$ cat src/sv/fbsd_pkg.sv
`timescale 1ns / 1ps
// ----------------------------------------------------------------------------
// fbsd_pkg
// Shared types and constants of the FFT bin sideband demodulator.
// ----------------------------------------------------------------------------
package fbsd_pkg;

    localparam int MAX_BINS  = 1024;
    localparam int ADDR_W    = $clog2(MAX_BINS);
    localparam int SAMPLE_W  = 16;
    localparam int CFG_IDX_W = 3;
    localparam int CFG_W     = 18;
    localparam int LEN_W     = 11;
    localparam int CORNER_W  = 18;
    localparam int OFF_W     = 12;
    localparam int POS_W     = 13;
    localparam int FAC_W     = 20;
    localparam int DEN_W     = 2 * FAC_W;
    localparam int NUM_W     = 20;
    localparam int Q_W       = 18;
    localparam int MAG_W     = SAMPLE_W + 1;
    localparam int PROD_W    = MAG_W + Q_W;

    localparam logic OP_WRITE = 1'b0;
    localparam logic OP_READ  = 1'b1;

    typedef enum logic [1:0] {
        MODE_RAW  = 2'd0,
        MODE_USB  = 2'd1,
        MODE_LSB  = 2'd2,
        MODE_ZERO = 2'd3
    } t_mode;

    typedef enum logic [CFG_IDX_W-1:0] {
        REG_MODE        = 3'd0,
        REG_BIN_OFFSET  = 3'd1,
        REG_OUT_LENGTH  = 3'd2,
        REG_IN_LENGTH   = 3'd3,
        REG_LOW_CORNER  = 3'd4,
        REG_HIGH_CORNER = 3'd5
    } t_cfg_reg;

    typedef struct packed {
        logic                       opcode;
        logic [ADDR_W-1:0]          bin_index;
        logic signed [SAMPLE_W-1:0] bin_re;
        logic signed [SAMPLE_W-1:0] bin_im;
    } t_in_item;

    typedef struct packed {
        logic [ADDR_W-1:0]          out_index;
        logic signed [SAMPLE_W-1:0] out_re;
        logic signed [SAMPLE_W-1:0] out_im;
    } t_out_item;

    typedef struct packed {
        logic [ADDR_W-1:0]          idx;
        logic                       zero;
        logic                       raw;
        logic                       conj;
        logic signed [SAMPLE_W-1:0] re;
        logic signed [SAMPLE_W-1:0] im;
    } t_side;

endpackage

$ cat src/sv/fbsd_scale.sv
`timescale 1ns / 1ps
// ----------------------------------------------------------------------------
// fbsd_scale
// Weight multiply, round, saturate, conjugate and output register, with zero and raw bypass.
// ----------------------------------------------------------------------------
module fbsd_scale
    import fbsd_pkg::*;
(
    input  logic           i_clk,
    input  logic           i_rst_n,
    input  logic           i_en,
    input  logic           i_vld,
    input  t_side          i_side,
    input  logic [Q_W-1:0] i_quot,
    output logic           o_vld,
    output t_out_item      o_item
);

    localparam int RND_W = PROD_W - 16 + 1;

    logic              r_vld;
    t_side             r_side;
    logic [PROD_W-1:0] r_p_re;
    logic [PROD_W-1:0] r_p_im;
    logic              r_out_vld;
    t_out_item         r_out;

    logic [MAG_W-1:0]  c_mag_re;
    logic [MAG_W-1:0]  c_mag_im;
    logic signed [SAMPLE_W-1:0] c_re;
    logic signed [SAMPLE_W-1:0] c_im;
    logic signed [SAMPLE_W-1:0] c_im_c;

    function automatic logic signed [SAMPLE_W-1:0] round_sat(
        input logic [PROD_W-1:0] p,
        input logic              neg
    );
        logic [RND_W-1:0] q;
        logic [RND_W-1:0] lim;
        q = RND_W'(({1'b0, p} + (PROD_W+1)'(32768)) >> 16);
        lim = neg ? RND_W'(32768) : RND_W'(32767);
        if (q > lim) begin
            q = lim;
        end
        round_sat = neg ? -SAMPLE_W'(q) : SAMPLE_W'(q);
    endfunction

    assign c_mag_re = i_side.re[SAMPLE_W-1] ? -{i_side.re[SAMPLE_W-1], i_side.re}
                                            : {1'b0, i_side.re};
    assign c_mag_im = i_side.im[SAMPLE_W-1] ? -{i_side.im[SAMPLE_W-1], i_side.im}
                                            : {1'b0, i_side.im};

    always_ff @(posedge i_clk) begin
        if (!i_rst_n) begin
            r_vld     <= 1'b0;
            r_out_vld <= 1'b0;
        end else if (i_en) begin
            r_vld     <= i_vld;
            r_out_vld <= r_vld;
        end
    end

    always_ff @(posedge i_clk) begin
        if (i_en) begin
            r_side <= i_side;
            r_p_re <= PROD_W'(c_mag_re) * PROD_W'(i_quot);
            r_p_im <= PROD_W'(c_mag_im) * PROD_W'(i_quot);
        end
    end

    always_comb begin
        c_re   = round_sat(r_p_re, r_side.re[SAMPLE_W-1]);
        c_im   = round_sat(r_p_im, r_side.im[SAMPLE_W-1]);
        c_im_c = c_im;
        if (r_side.conj) begin
            c_im_c = (c_im == {1'b1, {(SAMPLE_W-1){1'b0}}}) ? {1'b0, {(SAMPLE_W-1){1'b1}}}
                                                           : -c_im;
        end
    end

    always_ff @(posedge i_clk) begin
        if (i_en) begin
            r_out.out_index <= r_side.idx;
            if (r_side.zero) begin
                r_out.out_re <= '0;
                r_out.out_im <= '0;
            end else if (r_side.raw) begin
                r_out.out_re <= r_side.re;
                r_out.out_im <= r_side.im;
            end else begin
                r_out.out_re <= c_re;
                r_out.out_im <= c_im_c;
            end
        end
    end

    assign o_vld  = r_out_vld;
    assign o_item = r_out;

endmodule

$ cat config.mk
export PLATFORM = sky130hd
export DESIGN_NAME = fbsd_scale
export DESIGN_NICKNAME = d
export VERILOG_FILES = /design/src/sv/fbsd_pkg.sv /design/src/sv/fbsd_scale.sv
export SDC_FILE = /design/constraint.sdc
export NUM_CORES = 2
export LEC_CHECK = 0
export BUFFER_PORTS_ARGS = -buffer_cell sky130_fd_sc_hd__buf_2
export CAP_MARGIN = 20
export CORE_MARGIN = 2
export CORE_UTILIZATION = 65
export DETAILED_ROUTE_END_ITERATION = 16
export PLACE_DENSITY_LB_ADDON = 0.12
export SYNTH_ARGS = -nofsm -noshare
export SYNTH_HDL_FRONTEND = slang
export SYNTH_SLANG_ARGS = --single-unit
$ cat constraint.sdc
create_clock -name i_clk -period 22.9 [get_ports i_clk]
set_input_delay 3.435 -clock i_clk [delete_from_list [all_inputs] [get_ports i_clk]]
set_output_delay 3.435 -clock i_clk [all_outputs]
set_load 0.01 [all_outputs]
==> impl_metrics.env <==
export IMPL_grt_usage_pct=30.9
export IMPL_hold_violations=0
export IMPL_ys_ff_latch=129
export IMPL_netlist_area_um2=26800
export IMPL_io_pins=110
export IMPL_synth_edf_count=127
export IMPL_grt_max_degree=74
export IMPL_grt_remaining_overflow=0
export IMPL_antenna_found_initial=1
export IMPL_rows=74
export IMPL_first_pass_iters=7
export IMPL_drive_above_1_share_pct=7.71
export IMPL_finClkSkew_ns=0.00991
export IMPL_final_cell_mix="586 x inv_1, 474 x fa_1, 383 x nand2_1"
export IMPL_synthFlopType="edfxtp_1"
export IMPL_setup_viol=0
export IMPL_hp_class="reg -> reg"
export IMPL_place_hpwl_mm=48.3
export IMPL_nets=3725
export IMPL_async_flop_share_pct=0
export IMPL_initial_core_util_pct=65.8
export IMPL_crit_type="in -> reg"
export IMPL_wirelength_mm=63.2
export IMPL_postRouteAntennaNets=0
export IMPL_dieHeight_um=207
export IMPL_slew_viol_final=0
export IMPL_seq_area_frac_synth_pct=14.4
export IMPL_clkTransAtPathRegs_ns=0.07
export IMPL_cts_buffer_depth=2
export IMPL_hold_worst_slack_ns=0.418
export IMPL_cap_viol_max_count=0
export IMPL_numCtsBuffers=17
export IMPL_grt_pass1_vias=21200
export IMPL_crit_slowest_cell="fa_1"
export IMPL_die_w_um=207
export IMPL_portBuffers=109
export IMPL_rsz0062_at_grt="false"
export IMPL_clock_sinks=129
export IMPL_cts_setup_buffers=0
export IMPL_worstPathArrival_ns=11.64
export IMPL_core_um2=40700
export IMPL_cts_hold_buf=0
export IMPL_fin_area_um2=28600
export IMPL_cts_resized=0
export IMPL_start_kind="input pin"
export IMPL_slew_headroom_pct=32.1
export IMPL_vias_per_cell=5.75
export IMPL_wl_per_cell_um=18.2
export IMPL_avgSynthCellArea_um2=9.40
export IMPL_post_route_min_period_ns=11.44
export IMPL_critPathRequiredTime_ns=23.10
export IMPL_grt_pass1_wl_mm=107
export IMPL_clock_fmax_mhz=87.4
export IMPL_tightest_slew_ns=0.993
export IMPL_syn2layout_area_growth_pct=6.56
export IMPL_finalSetupTns_ns=0
export IMPL_clock_latency_ns=0.45
export IMPL_max_stage_delay_ns=0.56
export IMPL_first_iter_violations=1493
export IMPL_via_count=20000
export IMPL_post_route_drc_count=0
export IMPL_post_route_util_pct=70.1
export IMPL_synth_cells=2852
export IMPL_die_area_um2=42900
export IMPL_tritoncts="done"
export IMPL_endpoint_kind="flip-flop"
export IMPL_place_area_um2=27900
export IMPL_yosys_warnings=0
export IMPL_cts_root_buf="clkbuf_16"
export IMPL_status="completed"
export IMPL_place_gp_congestion=0.891
export IMPL_finalCritPeriodShare_pct=49.9
export IMPL_crit_top_cell="fa_1"
export IMPL_crit_fanout=20
export IMPL_mostFrequentLayoutCell="inv_1"
export IMPL_post_synth_num_cell_types=95
export IMPL_cts_max_level=4
## path summary, 6_finish.rpt
check	cells past startpoint	end	slack, ns	from
max	29	r_p_im[32]	11.46	i_side[0]
min	0	o_item[40]	0.42	r_side[43]
max reg2reg	22	o_item[2]	15.61	r_p_im[15]
min reg2reg	0	o_item[40]	0.42	r_side[43]
## flip-flops by register name (all words and copies together) (netlist names)
name    flops
r_side     45
o_item     42
r_p_im     20
r_p_re     20
o_vld       1
r_vld       1
## kinds of logic after synthesis
family          synth area share, %
fa+ha+maj                      47.2
compound gates                 6.94
simple gates                   17.0
xor+xnor                       3.68
other cells                  0.0280
flops                          14.4
buf+inv                        10.1
mux                           0.635
## cell usage after synthesis, drive strengths merged (12+ instances only)
| library cell | number | area, um2 |
|---|---|---|
| nor2 | 78 | 303 |
| ha | 253 | 3170 |
| nor2b | 106 | 663 |
| fa | 474 | 9490 |
| nand2 | 384 | 1440 |
| a21o | 18 | 135 |
| xor2 | 37 | 324 |
| mux2i | 12 | 133 |
| edfxtp | 127 | 3810 |
| a221oi | 18 | 220 |
| nand2b | 31 | 194 |
| nor3 | 21 | 116 |
| xnor2 | 73 | 662 |
| clkbuf | 108 | 405 |
| nand3 | 33 | 183 |
| and2 | 152 | 951 |
| nand4 | 21 | 144 |
| a21oi | 65 | 329 |
| inv | 586 | 2200 |
| o21ai | 56 | 280 |
## layout make-up
cell class | count | area (um2)
Antenna cell | 1 | 2.50
Clock buffer | 18 | 429
Clock inverter | 14 | 193
Fill cell | 3134 | 12200
Inverter | 588 | 2210
Multi-Input combinational cell | 2050 | 20400
Sequential cell | 129 | 3850
Tap cell | 532 | 666
Timing Repair Buffer | 145 | 825
## stage by stage
stage | instances | setup slack [ns]
2_1_floorplan | 2886 | 11.83
3_3_place_gp | 3443 | 11.27
3_5_place_dp | 3443 | 11.01
4_1_cts | 3475 | 11.45
5_1_grt | 3477 | 11.01
6_report | 3477 | 11.46
## critical path: cells and delay by family
kind,cells,cell delay (ns)
and+or+nand+nor,8,2.23
xor gates and xnor gates,2,0.25
AOI/OAI and AO/OA,7,1.73
adders and majority gates,7,3.28
buffers and inverters,5,0.71
## per-layer routing
| layer | up-vias | track usage [%] | routed length [um] |
|---|---|---|---|
| li1 | 9015 | - | - |
| met1 | 10100 | 44.0 | 26900 |
| met2 | 840 | 50.3 | 30300 |
| met3 | 100 | 4.15 | 4770 |
| met4 | 0 | 8.23 | 1220 |
| met5 | - | 0 | 0 |
Power is not shown: default switching activity piles up to over one toggle a cycle in this logic, so the estimate is an artifact.
