## src/sv/fbsd_pkg.sv

```systemverilog
`timescale 1ns / 1ps
// ----------------------------------------------------------------------------
// fbsd_pkg
// Shared types and constants of the FFT bin sideband demodulator.
// ----------------------------------------------------------------------------
package fbsd_pkg;

    localparam int MAX_BINS  = 1024;
    localparam int ADDR_W    = $clog2(MAX_BINS);
    localparam int SAMPLE_W  = 16;
    localparam int CFG_IDX_W = 3;
    localparam int CFG_W     = 18;
    localparam int LEN_W     = 11;
    localparam int CORNER_W  = 18;
    localparam int OFF_W     = 12;
    localparam int POS_W     = 13;
    localparam int FAC_W     = 20;
    localparam int DEN_W     = 2 * FAC_W;
    localparam int NUM_W     = 20;
    localparam int Q_W       = 18;
    localparam int MAG_W     = SAMPLE_W + 1;
    localparam int PROD_W    = MAG_W + Q_W;

    localparam logic OP_WRITE = 1'b0;
    localparam logic OP_READ  = 1'b1;

    typedef enum logic [1:0] {
        MODE_RAW  = 2'd0,
        MODE_USB  = 2'd1,
        MODE_LSB  = 2'd2,
        MODE_ZERO = 2'd3
    } t_mode;

    typedef enum logic [CFG_IDX_W-1:0] {
        REG_MODE        = 3'd0,
        REG_BIN_OFFSET  = 3'd1,
        REG_OUT_LENGTH  = 3'd2,
        REG_IN_LENGTH   = 3'd3,
        REG_LOW_CORNER  = 3'd4,
        REG_HIGH_CORNER = 3'd5
    } t_cfg_reg;

    typedef struct packed {
        logic                       opcode;
        logic [ADDR_W-1:0]          bin_index;
        logic signed [SAMPLE_W-1:0] bin_re;
        logic signed [SAMPLE_W-1:0] bin_im;
    } t_in_item;

    typedef struct packed {
        logic [ADDR_W-1:0]          out_index;
        logic signed [SAMPLE_W-1:0] out_re;
        logic signed [SAMPLE_W-1:0] out_im;
    } t_out_item;

    typedef struct packed {
        logic [ADDR_W-1:0]          idx;
        logic                       zero;
        logic                       raw;
        logic                       conj;
        logic signed [SAMPLE_W-1:0] re;
        logic signed [SAMPLE_W-1:0] im;
    } t_side;

endpackage

```

## src/sv/fbsd_div.sv

```systemverilog
`timescale 1ns / 1ps
// ----------------------------------------------------------------------------
// fbsd_div
// Pipelined restoring divider: rounded bandpass weight, one quotient bit
// per stage.
// ----------------------------------------------------------------------------
module fbsd_div
    import fbsd_pkg::*;
(
    input  logic             i_clk,
    input  logic             i_rst_n,
    input  logic             i_en,
    input  logic             i_vld,
    input  t_side            i_side,
    input  logic [NUM_W-1:0] i_num,
    input  logic [DEN_W-1:0] i_den,
    output logic             o_vld,
    output t_side            o_side,
    output logic [Q_W-1:0]   o_quot
);

    localparam int N_W = NUM_W + 33;

    logic             r_vld  [Q_W+1];
    t_side            r_side [Q_W+1];
    logic [DEN_W-1:0] r_den  [Q_W+1];
    logic [DEN_W-1:0] r_rem  [Q_W+1];
    logic [Q_W-1:0]   r_low  [Q_W+1];
    logic [Q_W-1:0]   r_q    [Q_W+1];

    logic [N_W-1:0]   c_n;

    assign c_n = {i_num, 33'd0} + N_W'(i_den >> 1);

    always_ff @(posedge i_clk) begin
        if (!i_rst_n) begin
            r_vld[0] <= 1'b0;
        end else if (i_en) begin
            r_vld[0] <= i_vld;
        end
    end

    always_ff @(posedge i_clk) begin
        if (i_en) begin
            r_side[0] <= i_side;
            r_den[0]  <= i_den;
            r_rem[0]  <= DEN_W'(c_n[N_W-1:Q_W]);
            r_low[0]  <= c_n[Q_W-1:0];
            r_q[0]    <= '0;
        end
    end

    for (genvar s = 0; s < Q_W; s++) begin : g_step
        logic [DEN_W:0] c_t;
        logic           c_ge;
        logic [DEN_W:0] c_diff;

        assign c_t    = {r_rem[s], r_low[s][Q_W-1]};
        assign c_ge   = c_t >= {1'b0, r_den[s]};
        assign c_diff = c_t - {1'b0, r_den[s]};

        always_ff @(posedge i_clk) begin
            if (!i_rst_n) begin
                r_vld[s+1] <= 1'b0;
            end else if (i_en) begin
                r_vld[s+1] <= r_vld[s];
            end
        end

        always_ff @(posedge i_clk) begin
            if (i_en) begin
                r_side[s+1] <= r_side[s];
                r_den[s+1]  <= r_den[s];
                r_rem[s+1]  <= c_ge ? c_diff[DEN_W-1:0] : c_t[DEN_W-1:0];
                r_low[s+1]  <= {r_low[s][Q_W-2:0], 1'b0};
                r_q[s+1]    <= {r_q[s][Q_W-2:0], c_ge};
            end
        end
    end

    assign o_vld  = r_vld[Q_W];
    assign o_side = r_side[Q_W];
    assign o_quot = r_q[Q_W];

endmodule

```

## config.mk

```make
export PLATFORM = sky130hd
export DESIGN_NAME = fbsd_div
export DESIGN_NICKNAME = d
export VERILOG_FILES = /design/src/sv/fbsd_pkg.sv /design/src/sv/fbsd_div.sv
export SDC_FILE = /design/constraint.sdc
export NUM_CORES = 2
export LEC_CHECK = 0
export BUFFER_PORTS_ARGS = -buffer_cell sky130_fd_sc_hd__buf_2
export CAP_MARGIN = 20
export CORE_MARGIN = 5
export CORE_UTILIZATION = 57
export CTS_BUF_LIST = sky130_fd_sc_hd__clkbuf_4
export CTS_CLUSTER_SIZE = 16
export DETAILED_ROUTE_END_ITERATION = 8
export PLACE_DENSITY_LB_ADDON = 0.12
export SLEW_MARGIN = 20
export SYNTH_ARGS = -nofsm -noshare
export SYNTH_HDL_FRONTEND = slang
export SYNTH_SLANG_ARGS = --single-unit
export TNS_END_PERCENT = 50
```

## constraint.sdc

```tcl
create_clock -name i_clk -period 8.5 [get_ports i_clk]
set_input_delay 0.85 -clock i_clk [delete_from_list [all_inputs] [get_ports i_clk]]
set_output_delay 0.85 -clock i_clk [all_outputs]
set_load 0.05 [all_outputs]
```

==> impl_metrics.ini <==
[worst_setup_path]
cp_data_arrival_time_ns = 5.73
end_kind = flop
worst_ep_required_time_ns = 9.52
critPathLaunchType = flop
worstPathMaxFanout = 70
timing.setup.critical_path_class = flop to flop

[synthesis]
synth_enable_flop_cells = 2464
mux_contribution_to_synthesized_area_pct = 1.56
yosys.cell_types.count = 101
post_synth_and_or_nand_nor_area_fraction_pct = 8.38
synth-main-ff-cell = edfxtp_1
largest_family_of_logic_cells_by_synthesized_area = compound AO/OA/AOI/OAI gates
area_of_the_mapped_netlist_mm2 = 0.120
syn-num-nets = 10600
postSynthAreaPerCell_um2 = 12.3
synth_warnings = 0
postSynthCellCount = 9768
synth_compound_area_share_pct = 12.7
synth_xor_area_share_pct = 4.44
ys_seq_elements = 2465
asyncSetResetFlopFracSynth_pct = 0
ys_seq_area_share_pct = 61.5
share_of_synthesized_cell_area_in_full_adder_half_adder_and_majority_cells_pct = 7.80

[run]
drv.max_cap_violation_count = 0

[drt]
drt-wirelength-per-cell_um = 20.0
drt.antenna.violating_nets = 0
route.detailed.vias_per_inst = 5.69
drt_first_pass_iters = 6
via_count = 78200
remaining_drc_errors = 0
route.final.wire_length_um = 275000
drtIter0Drc = 5281

[floorplanning]
core_area_mm2 = 0.210
pin_count = 173
die_area_mm2 = 0.221
chipWidth_um = 470
start_util_pct = 57.4
chipHeight_um = 470
num_rows = 168

[sta]
final_hold_viol_count = 0
finalCriticalPeriod_ns = 4.71
finClkSkew_ns = 0.128
timing.final.crit_share_pct = 55.4
tns_ns = 0
worst_pin_slew_ns = 1.10
max_clock_freq_mhz = 212
setup_viol = 0
whs_ns = 0.196
relSlewSlack_pct = 25.9
maxSlewViolCount = 0
grt_setup_unrepaired = no

[clocking]
cts_hold_buf = 145
h-tree-depth = 6
number_of_buffers_added_by_the_clock_tree_synthesis_step = 640
clk_pin_slew_worst_paths_ns = 0.07
cts.repair_timing.setup_buffer_count = 0
tritoncts_num_sinks = 2465
clock_tree_from_tritoncts = yes
clock_path_buffers = 4
clockRootBuffer = clkbuf_4
worstSkewPairLatency_ns = 1.35
post_cts.resized_instances = 0

[hold_path]
min_path_type = primary input to flop

[global_route]
grt_antenna_before_repair = 5
grt_pass1_wl_um = 429000
global_route.usage.total_pct = 24.5
grt_remaining_overflow = 0
vias_in_the_first_global_route = 79800
grt_start_max_net_pins = 180

[finish]
layout-drive-gt1-share_pct = 12.8
area_delta_synth_final_pct = 10.9
final_util_pct = 63.6
stdcell_area_mm2 = 0.134
finish.net_count = 11300

[power_and_ir_drop]
irDropWorstVdd_uv = 211
power_density_mw_per_mm2 = 344
fin_total_pwr_mw = 45.9
leakage_power_nw = 53.4

[run_status]
outcome = finished, final reports clean

[place]
place_area_mm2 = 0.124
dp_hpwl_um = 201000
gp_congestion = 0.954
count_of_input_and_output_buffers = 172
==> where the power goes <==
group	leakage [nW]	total, mW	switching, mW	internal, mW
combinational	24.7	17.9	10.7	7.24
sequential	24.1	18.0	1.39	16.6
clock	4.61	9.92	4.70	5.22
total	53.4	45.9	16.8	29.1
==> synth_stat cells (17+ instances only) <==
library cell / n / area [um^2]
nor3_1: 104 / 521
a221oi_1: 22 / 193
a31oi_1: 78 / 488
buf_2: 61 / 305
clkbuf_1: 199 / 747
mux2i_1: 17 / 170
edfxtp_1: 2464 / 74000
a21oi_1: 807 / 4040
o211ai_1: 30 / 225
nor2_1: 520 / 1950
and2_1: 34 / 213
nor4_1: 27 / 169
o31ai_1: 58 / 435
nand2_1: 763 / 2860
nor2b_1: 103 / 644
o21ai_0: 661 / 3310
nand3_1: 174 / 871
o41ai_1: 18 / 158
a211oi_1: 66 / 495
o21ai_1: 17 / 85.1
nand2b_1: 90 / 563
fa_1: 18 / 360
xor2_1: 275 / 2410
a31o_2: 17 / 149
o21bai_1: 89 / 668
o31a_1: 28 / 245
xnor2_1: 336 / 2940
a21o_1: 336 / 2520
nand4_1: 142 / 888
inv_1: 856 / 3210
or2_2: 19 / 119
and3_1: 82 / 513
a21boi_0: 25 / 188
and4_1: 18 / 158
mux2_2: 144 / 1620
o21a_1: 80 / 601
ha_1: 722 / 9030
==> through the flow <==
| stage | std cells | setup WS, ns |
|---|---|---|
| 2_1_floorplan | 9768 | 5.09 |
| 3_3_place_gp | 12500 | 3.86 |
| 3_5_place_dp | 12500 | 3.89 |
| 4_1_cts | 13700 | 3.76 |
| 5_1_grt | 13700 | 3.48 |
| 6_report | 13700 | 3.79 |
==> cell families after synthesis <==
group                      Yosys count
AOI/OAI and AO/OA                 2489
DFF                               2465
and+or+nand+nor                   2155
buffers and inverters             1139
adders and majority gates          740
xor gates and xnor gates           611
muxes                              169
==> registers in the layout, summed over array words and instances, names as in the netlist <==
name,flops
r_side,855
r_q,171
r_vld,19
r_rem,700
r_den,720
==> layout make-up <==
type	instances	area [um^2]
diodes	11	27.5
clock buffers	876	6580
clock inverters	193	1260
fillers	16000	76400
inverters	859	3220
multi-input cells	6164	42100
flip-flops and latches	2465	74000
well taps	2805	3510
repair buffers	366	2830
==> cell usage in the layout (no fill, tap or decap), drive strengths merged, types with 19 or more instances in the layout <==
| cell type | instances |
|---|---|
| o41ai | 19 |
| o21bai | 89 |
| or2 | 21 |
| nand2 | 763 |
| a21o | 336 |
| and3 | 82 |
| edfxtp | 2464 |
| ha | 722 |
| clkbuf | 876 |
| xnor2 | 336 |
| a21oi | 812 |
| nor2 | 520 |
| clkinv | 151 |
| o31a | 28 |
| o31ai | 59 |
| inv | 872 |
| xor2 | 275 |
| o21ai | 682 |
| a211oi | 70 |
| mux2 | 152 |
| o21a | 80 |
| and2 | 36 |
| nor4 | 27 |
| nor3 | 105 |
| buf | 221 |
| a221oi | 23 |
| nand3 | 174 |
| o211ai | 30 |
| a21boi | 27 |
| nand4 | 142 |
| nand2b | 90 |
| nor2b | 103 |
| a31oi | 78 |
| dlygate4sd3 | 145 |
==> critical path, stage by stage, from the launching register on <==
cell      delay [ns]
edfxtp_1        0.44
ha_1            0.40
nand3_1         0.34
o21bai_1        0.31
a21oi_1         0.20
nor3_2          0.11
o221ai_2        0.32
o21ai_2         0.16
a311oi_4        0.33
a41oi_2         0.28
o41ai_4         0.38
buf_4           0.64
mux2_2          0.41
==> path summary, 6_finish.rpt <==
path	start	to	slack [ns]	cells after the start
max	r_rem[10][2]	r_rem[11][8]	3.79	12
min	i_side[32]	r_side[0][32]	0.20	2
max reg2reg	r_rem[10][2]	r_rem[11][8]	3.79	12
min reg2reg	r_side[1][25]	r_side[2][25]	0.34	0
==> metal layers <==
layer  vias to the layer above  share of wire (%)  track usage, %
met1                     37100                 39            28.4
met2                      2388                 50            42.6
met4                         6                6.2            14.4
li1                      37900                  -               -
met3                       812                4.9            4.39
met5                         -              0.013               0
No activity file was read; power rests on OpenSTA's default activity.
